[src/rtl/core/mer_pkg.sv]
// Shared widths and register indexes for the Mandelbrot escape raster unit.
`default_nettype none

package mer_pkg;

  localparam int FRAC_BITS = 28;
  localparam int MAX_SIDE  = 4096;
  localparam int ITER_BITS = 16;
  localparam int CNT_BITS  = $clog2(MAX_SIDE);
  localparam int SIDE_BITS = CNT_BITS + 1;

  localparam int IN_DATA_W  = 8;
  localparam int OUT_DATA_W = ((ITER_BITS + 7) / 8) * 8;
  localparam int CFG_IDX_W  = 3;
  localparam int CFG_DATA_W = 32;

  localparam logic [CFG_IDX_W-1:0] REG_START_RE     = 3'd0;
  localparam logic [CFG_IDX_W-1:0] REG_START_IM     = 3'd1;
  localparam logic [CFG_IDX_W-1:0] REG_PIXEL_STEP   = 3'd2;
  localparam logic [CFG_IDX_W-1:0] REG_ROW_WIDTH    = 3'd3;
  localparam logic [CFG_IDX_W-1:0] REG_FRAME_HEIGHT = 3'd4;
  localparam logic [CFG_IDX_W-1:0] REG_ITER_BUDGET  = 3'd5;
  localparam logic [CFG_IDX_W-1:0] REG_ESCAPE_LIMIT = 3'd6;

  localparam logic [30:0]          PIXEL_STEP_RST   = 31'd268435;
  localparam logic [12:0]          ROW_WIDTH_RST    = 13'd256;
  localparam logic [12:0]          FRAME_HEIGHT_RST = 13'd256;
  localparam logic [ITER_BITS-1:0] ITER_BUDGET_RST  = ITER_BITS'(32);
  localparam logic [30:0]          ESCAPE_LIMIT_RST = 31'h4000_0000;

endpackage

`default_nettype wire

[src/rtl/core/mandelbrot_escape_raster_unit.sv]
// Top level: raster walker and escape-time iteration around one shared multiplier.
//
// Usage: each request on the s_axis channel (tdata bit 0 = restart) asks for the
// next pixel of the raster; one result comes out on m_axis with the remaining
// iteration count in tdata, end of row on tlast and end of frame on tuser.
// Registers are written on the cfg channel (always ready); the user must write
// them only while the unit is idle, which the block itself does not enforce.
//
// A request runs its iterations (1..iter_budget, or one if iter_budget is 0) and
// its result enters the output register before the next request is taken.
// Each iteration is four steps of the single 32x32 multiplier sequencer:
// update z, square re, square im, check escape (and start the next cross term).
// s_axis_tready is high only while the sequencer is idle.
//
// The result goes into an output register; the next request is accepted while
// it waits. If the receiver stalls, a finished pixel holds in the sequencer
// until the output register frees up.
//
// Reset: synchronous, active high. Registers return to their defaults, the
// raster restarts at the top-left pixel and no result is pending.
`default_nettype none

module mandelbrot_escape_raster_unit (
  input  wire logic                              clk,
  input  wire logic                              rst,
  input  wire logic                              s_axis_tvalid,
  output logic                                   s_axis_tready,
  input  wire logic [mer_pkg::IN_DATA_W-1:0]     s_axis_tdata,   // [0] restart
  output logic                                   m_axis_tvalid,
  input  wire logic                              m_axis_tready,
  output logic [mer_pkg::OUT_DATA_W-1:0]         m_axis_tdata,   // [15:0] iter_left
  output logic                                   m_axis_tlast,   // end_of_row
  output logic                                   m_axis_tuser,   // [0] end_of_frame
  input  wire logic                              cfg_valid,
  output logic                                   cfg_ready,
  input  wire logic [mer_pkg::CFG_IDX_W-1:0]     cfg_index,
  input  wire logic [mer_pkg::CFG_DATA_W-1:0]    cfg_data
);
  import mer_pkg::*;

  localparam logic [2:0] ST_IDLE = 3'd0;
  localparam logic [2:0] ST_UPD  = 3'd1;
  localparam logic [2:0] ST_SQR  = 3'd2;
  localparam logic [2:0] ST_SQI  = 3'd3;
  localparam logic [2:0] ST_CHK  = 3'd4;
  localparam logic [2:0] ST_OUT  = 3'd5;

  localparam logic signed [31:0] S32_MAX = 32'sh7FFF_FFFF;
  localparam logic signed [31:0] S32_MIN = 32'sh8000_0000;

  function automatic logic signed [31:0] sat64(input logic signed [63:0] v);
    if (v[63:31] == '0 || v[63:31] == '1) begin
      return v[31:0];
    end else if (v[63]) begin
      return S32_MIN;
    end else begin
      return S32_MAX;
    end
  endfunction

  function automatic logic signed [31:0] sat33(input logic signed [32:0] v);
    if (v[32] == v[31]) begin
      return v[31:0];
    end else if (v[32]) begin
      return S32_MIN;
    end else begin
      return S32_MAX;
    end
  endfunction

  // configuration registers
  logic [31:0]          start_re;
  logic [31:0]          start_im;
  logic [30:0]          pixel_step;
  logic [12:0]          row_width;
  logic [12:0]          frame_height;
  logic [ITER_BITS-1:0] iter_budget;
  logic [30:0]          escape_limit;

  // raster state
  logic [31:0]         cur_re;
  logic [31:0]         cur_im;
  logic [CNT_BITS-1:0] col_count;
  logic [CNT_BITS-1:0] row_count;
  logic                at_frame_start;

  // iteration datapath
  logic [2:0]           state;
  logic signed [31:0]   zr, zi, sq_re, sq_im;
  logic signed [63:0]   prod;
  logic [ITER_BITS-1:0] left;
  logic [ITER_BITS-1:0] res_left;

  logic signed [31:0] mul_a, mul_b;
  logic signed [63:0] prod_shift, cross_shift;
  logic signed [31:0] sq_new, nr, ni;
  logic signed [31:0] diff_sat, cross_sat;
  logic signed [32:0] sum;
  logic [ITER_BITS-1:0] left_dec;
  logic                 done;
  logic [SIDE_BITS-1:0] w, h;
  logic                 eor, eof;
  logic                 in_take, load;
  logic                 out_load;

  assign cfg_ready     = 1'b1;
  assign s_axis_tready = (state == ST_IDLE);
  assign in_take       = s_axis_tvalid && s_axis_tready;
  assign load          = s_axis_tdata[0] || at_frame_start;

  always_ff @(posedge clk) begin
    if (rst) begin
      start_re     <= '0;
      start_im     <= '0;
      pixel_step   <= PIXEL_STEP_RST;
      row_width    <= ROW_WIDTH_RST;
      frame_height <= FRAME_HEIGHT_RST;
      iter_budget  <= ITER_BUDGET_RST;
      escape_limit <= ESCAPE_LIMIT_RST;
    end else if (cfg_valid && cfg_ready) begin
      case (cfg_index)
        REG_START_RE:     start_re     <= cfg_data;
        REG_START_IM:     start_im     <= cfg_data;
        REG_PIXEL_STEP:   pixel_step   <= cfg_data[30:0];
        REG_ROW_WIDTH:    row_width    <= cfg_data[12:0];
        REG_FRAME_HEIGHT: frame_height <= cfg_data[12:0];
        REG_ITER_BUDGET:  iter_budget  <= cfg_data[ITER_BITS-1:0];
        REG_ESCAPE_LIMIT: escape_limit <= cfg_data[30:0];
        default: ;
      endcase
    end
  end

  // shared multiplier operand select
  always_comb begin
    case (state)
      ST_SQR:  begin mul_a = zr; mul_b = zr; end
      ST_SQI:  begin mul_a = zi; mul_b = zi; end
      default: begin mul_a = zr; mul_b = zi; end
    endcase
  end

  assign prod_shift  = prod >>> FRAC_BITS;
  assign cross_shift = prod >>> (FRAC_BITS - 1);
  assign sq_new      = sat64(prod_shift);
  assign diff_sat    = sat33({sq_re[31], sq_re} - {sq_im[31], sq_im});
  assign nr          = sat33({diff_sat[31], diff_sat} + {cur_re[31], cur_re});
  assign cross_sat   = sat64(cross_shift);
  assign ni          = sat33({cross_sat[31], cross_sat} + {cur_im[31], cur_im});
  assign sum      = {sq_re[31], sq_re} + {sq_new[31], sq_new};
  assign left_dec = left - ITER_BITS'(1);
  assign done     = (left_dec == '0) || (sum >= $signed({2'b00, escape_limit}));
  assign out_load = (state == ST_OUT) && (!m_axis_tvalid || m_axis_tready);

  // clamp geometry to 1..MAX_SIDE
  always_comb begin
    if (row_width == '0) begin
      w = SIDE_BITS'(1);
    end else if (row_width > 13'(MAX_SIDE)) begin
      w = SIDE_BITS'(MAX_SIDE);
    end else begin
      w = row_width[SIDE_BITS-1:0];
    end
    if (frame_height == '0) begin
      h = SIDE_BITS'(1);
    end else if (frame_height > 13'(MAX_SIDE)) begin
      h = SIDE_BITS'(MAX_SIDE);
    end else begin
      h = frame_height[SIDE_BITS-1:0];
    end
  end

  assign eor = ({1'b0, col_count} + SIDE_BITS'(1)) >= w;
  assign eof = eor && (({1'b0, row_count} + SIDE_BITS'(1)) >= h);

  always_ff @(posedge clk) begin
    if (rst) begin
      state          <= ST_IDLE;
      at_frame_start <= 1'b1;
      cur_re         <= '0;
      cur_im         <= '0;
      col_count      <= '0;
      row_count      <= '0;
      m_axis_tvalid  <= 1'b0;
    end else begin
      if (out_load) begin
        m_axis_tvalid <= 1'b1;
      end else if (m_axis_tvalid && m_axis_tready) begin
        m_axis_tvalid <= 1'b0;
      end
      case (state)
        ST_IDLE: begin
          if (in_take) begin
            if (load) begin
              cur_re         <= start_re;
              cur_im         <= start_im;
              col_count      <= '0;
              row_count      <= '0;
              at_frame_start <= 1'b0;
            end
            zr    <= '0;
            zi    <= '0;
            sq_re <= '0;
            sq_im <= '0;
            prod  <= '0;
            left  <= (iter_budget == '0) ? ITER_BITS'(1) : iter_budget;
            state <= ST_UPD;
          end
        end
        ST_UPD: begin
          zr    <= nr;
          zi    <= ni;
          state <= ST_SQR;
        end
        ST_SQR: begin
          prod  <= mul_a * mul_b;
          state <= ST_SQI;
        end
        ST_SQI: begin
          sq_re <= sq_new;
          prod  <= mul_a * mul_b;
          state <= ST_CHK;
        end
        ST_CHK: begin
          sq_im    <= sq_new;
          prod     <= mul_a * mul_b;
          left     <= left_dec;
          res_left <= left_dec;
          state    <= done ? ST_OUT : ST_UPD;
        end
        ST_OUT: begin
          if (out_load) begin
            m_axis_tdata  <= OUT_DATA_W'(res_left);
            m_axis_tlast  <= eor;
            m_axis_tuser  <= eof;
            if (eof) begin
              at_frame_start <= 1'b1;
              col_count      <= '0;
              row_count      <= '0;
            end else if (eor) begin
              col_count <= '0;
              row_count <= row_count + CNT_BITS'(1);
              cur_re    <= start_re;
              cur_im    <= cur_im + {1'b0, pixel_step};
            end else begin
              col_count <= col_count + CNT_BITS'(1);
              cur_re    <= cur_re + {1'b0, pixel_step};
            end
            state <= ST_IDLE;
          end
        end
        default: state <= ST_IDLE;
      endcase
    end
  end

endmodule

`default_nettype wire

[config.mk]
export PLATFORM = sky130hd
export DESIGN_NAME = mandelbrot_escape_raster_unit
export DESIGN_NICKNAME = d
export VERILOG_FILES = /design/src/rtl/core/mer_pkg.sv /design/src/rtl/core/mandelbrot_escape_raster_unit.sv
export SDC_FILE = /design/constraint.sdc
export NUM_CORES = 2
export LEC_CHECK = 0
export ABC_AREA = 1
export BUFFER_PORTS_ARGS = -buffer_cell sky130_fd_sc_hd__clkbuf_2
export CAP_MARGIN = 40
export CORE_ASPECT_RATIO = 1.75
export CORE_MARGIN = 2
export CORE_UTILIZATION = 50
export CTS_BUF_LIST = sky130_fd_sc_hd__clkbuf_4 sky130_fd_sc_hd__clkbuf_8
export DETAILED_ROUTE_END_ITERATION = 10
export PLACE_DENSITY = 0.65
export SETUP_SLACK_MARGIN = 0.5
export SYNTH_ARGS = -nofsm -noshare
export SYNTH_HDL_FRONTEND = slang
export SYNTH_SLANG_ARGS = --single-unit
[constraint.sdc]
create_clock -name clk -period 20.1 [get_ports clk]
set_clock_uncertainty 0.15 [all_clocks]
set_input_delay 2.01 -clock clk [delete_from_list [all_inputs] [get_ports clk]]
set_output_delay 2.01 -clock clk [all_outputs]
set_load 0.005 [all_outputs]
==> reports/qor.csv <==
stage,metric,value,unit
global_route,first-pass GRT wire length,380000,um
cells_and_area,layout overhead on the synthesized area,7.55,%
clock_tree,Post-CTS Setup Inserts,0,
worst_setup_path,WP data required,20.40,ns
worst_setup_path,Worst Path Max Fanout,47,
synthesis,number of flops mapped to enable cells by yosys,215,
synthesis,Most used DFF post-synth,dfxtp_1,
floorplanning,die footprint,138000,sq um
floorplanning,Die Span Y,490,um
job,Max Cap Viol,0,
synthesis,ys async rst share,0,
synthesis,#FFs+latches synth,476,
clock_tree,Sink Count,476,
min_path,worst hold path class,reg -> reg,
clock_tree,clk_lat worst skew,0.73,ns
clock_tree,clock root buffer master,clkbuf_8,
worst_setup_path,Reg2Reg Launch Point,state[1]$_SDFFE_PP0P_,
timing,Fin. Hold Viols,0,
worst_setup_path,slowest CP cell,fa_1,
drt,vias per std cell,5.62,
placed_design,Placed Area,70800,sq um
global_route,antenna violations before repair,2,
drt,initial detailed-routing violation count,3457,
clock_tree,CTS tree,done,
timing,setup TNS,0,ns
worst_setup_path,Worst Setup End Kind,flop,
cells_and_area,share of cells above drive strength 1,0.0556,
global_route,gr ovfl total,0,
placed_design,Final GP Congestion,1.12,
timing,normalized max-slew margin,0.363,
clock_tree,CTS Hold Bufs,0,
synthesis,Syn Area/Cell,7.93,sq um
timing,final slew viol count,0,
synthesis,Post-Syn Area,67400,sq um
synthesis,"Seq/Total Area, Yosys",0.173,
synthesis,most instantiated cells after synthesis,"inv_1 (1636), nand2_1 (1360), nor2_1 (1224)",
synthesis,Synth cell types,56,
drt,DRC Markers,0,
drt,DR pass1 iterations,7,
worst_setup_path,crit path kind,reg -> reg,
worst_setup_path,delay of the slowest critical-path stage,1.07,ns
synthesis,synth top area cells,"fa_1 (32%), edfxtp_1 (9.6%), inv_1 (9.1%), ha_1 (8.0%), dfxtp_1 (7.8%)",
timing,Peak Freq,0.0942,GHz
drt,Wirelength per Cell,24.7,um
synthesis,area share of the leading cell type in the synthesized netlist,0.323,
outcome,outcome,finished clean,
timing,Hold WS,0.270,ns
worst_setup_path,worst setup path startpoint,state[1]$_SDFFE_PP0P_,
clock_tree,Clock transition at path regs,0.08,ns
synthesis,Synthesized Nets,10061,
synthesis,Syn Inst Count,8495,
cells_and_area,Final Net Count,10075,
worst_setup_path,crit path launch type,flop,
clock_tree,H-tree depth,3,
global_route,vias in the first global route,62148,
drt,total wire length,256000,um
min_path,hold_sp,res_left[7]$_DFFE_PP_,
timing,final setup violation count,0,
clock_tree,clock buffer depth,3,
worst_setup_path,WP data arrival,10.92,ns
floorplanning,chip width,282,um
floorplanning,FP Rows,178,
global_route,largest net degree at the start of global routing,105,
timing,Worst-Margin Slew,0.946,ns
floorplanning,I/O pin cnt,69,
synthesis,top-count cell post-synth,inv_1,
timing,PnR worst setup slack,9.48,ns
floorplanning,Core Region,134000,sq um
synthesis,Synth area leader,fa_1,
timing,Final min period,10.62,ns
placed_design,Post-DP HPWL,215000,um
clock_tree,CTS resizes,0,
timing,fin crit share,0.528,
drt,via count,58239,
timing,RSZ-0062 raised after global routing,no,
placed_design,"worst slack, placed",9.51,ns
synthesis,Synth warnings,0,
floorplanning,Initial Util,0.503,
placed_design,number of port buffers,60,
drt,Post-DRT Antenna Nets,0,
clock_tree,CTS Buf Count,68,
cells_and_area,design area,72500,sq um
global_route,Total Routing Usage GR,0.380,
[per-stage QoR]
| stage | util | instances |
|---|---|---|
| floorplan | - | 8495 |
| global placement | 0.520 | 10173 |
| detailed placement | 0.528 | 10235 |
| CTS | 0.540 | 10360 |
| global route | 0.540 | 10365 |
| finish | 0.541 | 10369 |
[critical path: cells and delay by family (launching register included)]
family	cells	cell delay [ns]
adders and majority gates	9	5.03
buffers and inverters	13	2.38
AOI/OAI and AO/OA	7	1.46
and+or+nand+nor	6	0.73
DFF	1	0.54
[state kept, by name, summed over array words and instances, names as in the netlist, 32 cells and up]
signal	count
zi	32
sq_im	32
cur_re	32
start_re	32
sq_re	32
zr	32
start_im	32
cur_im	32
prod	37
[final cells by class]
| cell class | instances | area [sq um] |
|---|---|---|
| Clock inverter | 30 | 413 |
| Timing Repair Buffer | 240 | 2210 |
| Clock buffer | 95 | 1220 |
| Tap cell | 1800 | 2250 |
| Fill cell | 12908 | 61600 |
| Sequential cell | 476 | 11700 |
| Inverter | 1669 | 6270 |
| Antenna cell | 5 | 12.5 |
| Multi-Input combinational cell | 6054 | 48400 |
[final timing paths]
kind,end,cells past startpoint,slack [ns]
hold reg to reg,m_axis_tdata[7]$_DFFE_PP_,0,0.27
setup reg to reg,prod[60]$_SDFFCE_PN0P_,35,9.48
setup / recovery,prod[60]$_SDFFCE_PN0P_,35,9.48
hold / removal,m_axis_tdata[7]$_DFFE_PP_,0,0.27
[cell usage in the layout (no fill, tap or decap), types with 13 or more instances in the layout]
cell,n
a211oi_1,21
a21o_1,50
a21oi_1,617
a21oi_2,13
a31oi_1,49
buf_16,24
buf_4,134
clkbuf_2,60
clkbuf_4,14
clkbuf_8,81
clkinv_1,27
dfxtp_1,261
edfxtp_1,215
fa_1,1087
ha_1,431
inv_1,1634
nand2_1,1359
nand2_2,13
nand3_1,217
nand4_1,37
nor2_1,1219
nor3_1,69
nor4_1,30
o21a_1,21
o21ai_0,428
o21ai_1,19
o21ai_2,26
o21bai_1,29
or2_2,17
xnor2_1,71
xor2_1,118
[cells by family (layout without fill, tap and decap cells)]
group,after synthesis,count (layout),synth area share
and+or+nand+nor,3001,3001,0.178
buffers and inverters,1965,2034,0.111
adders and majority gates,1518,1518,0.403
AOI/OAI and AO/OA,1345,1345,0.110
DFF,476,476,0.173
xor gates and xnor gates,189,189,0.0246
other,1,6,0.0000556
[layer usage]
metal  wire, um  GRT usage
met1      75600      0.338
met2     132000      0.694
met4      35700      0.419
met3      13000     0.0545
met5         12          0
Power is not shown: default switching activity piles up to over one toggle a cycle in this logic, so the estimate is an artifact.
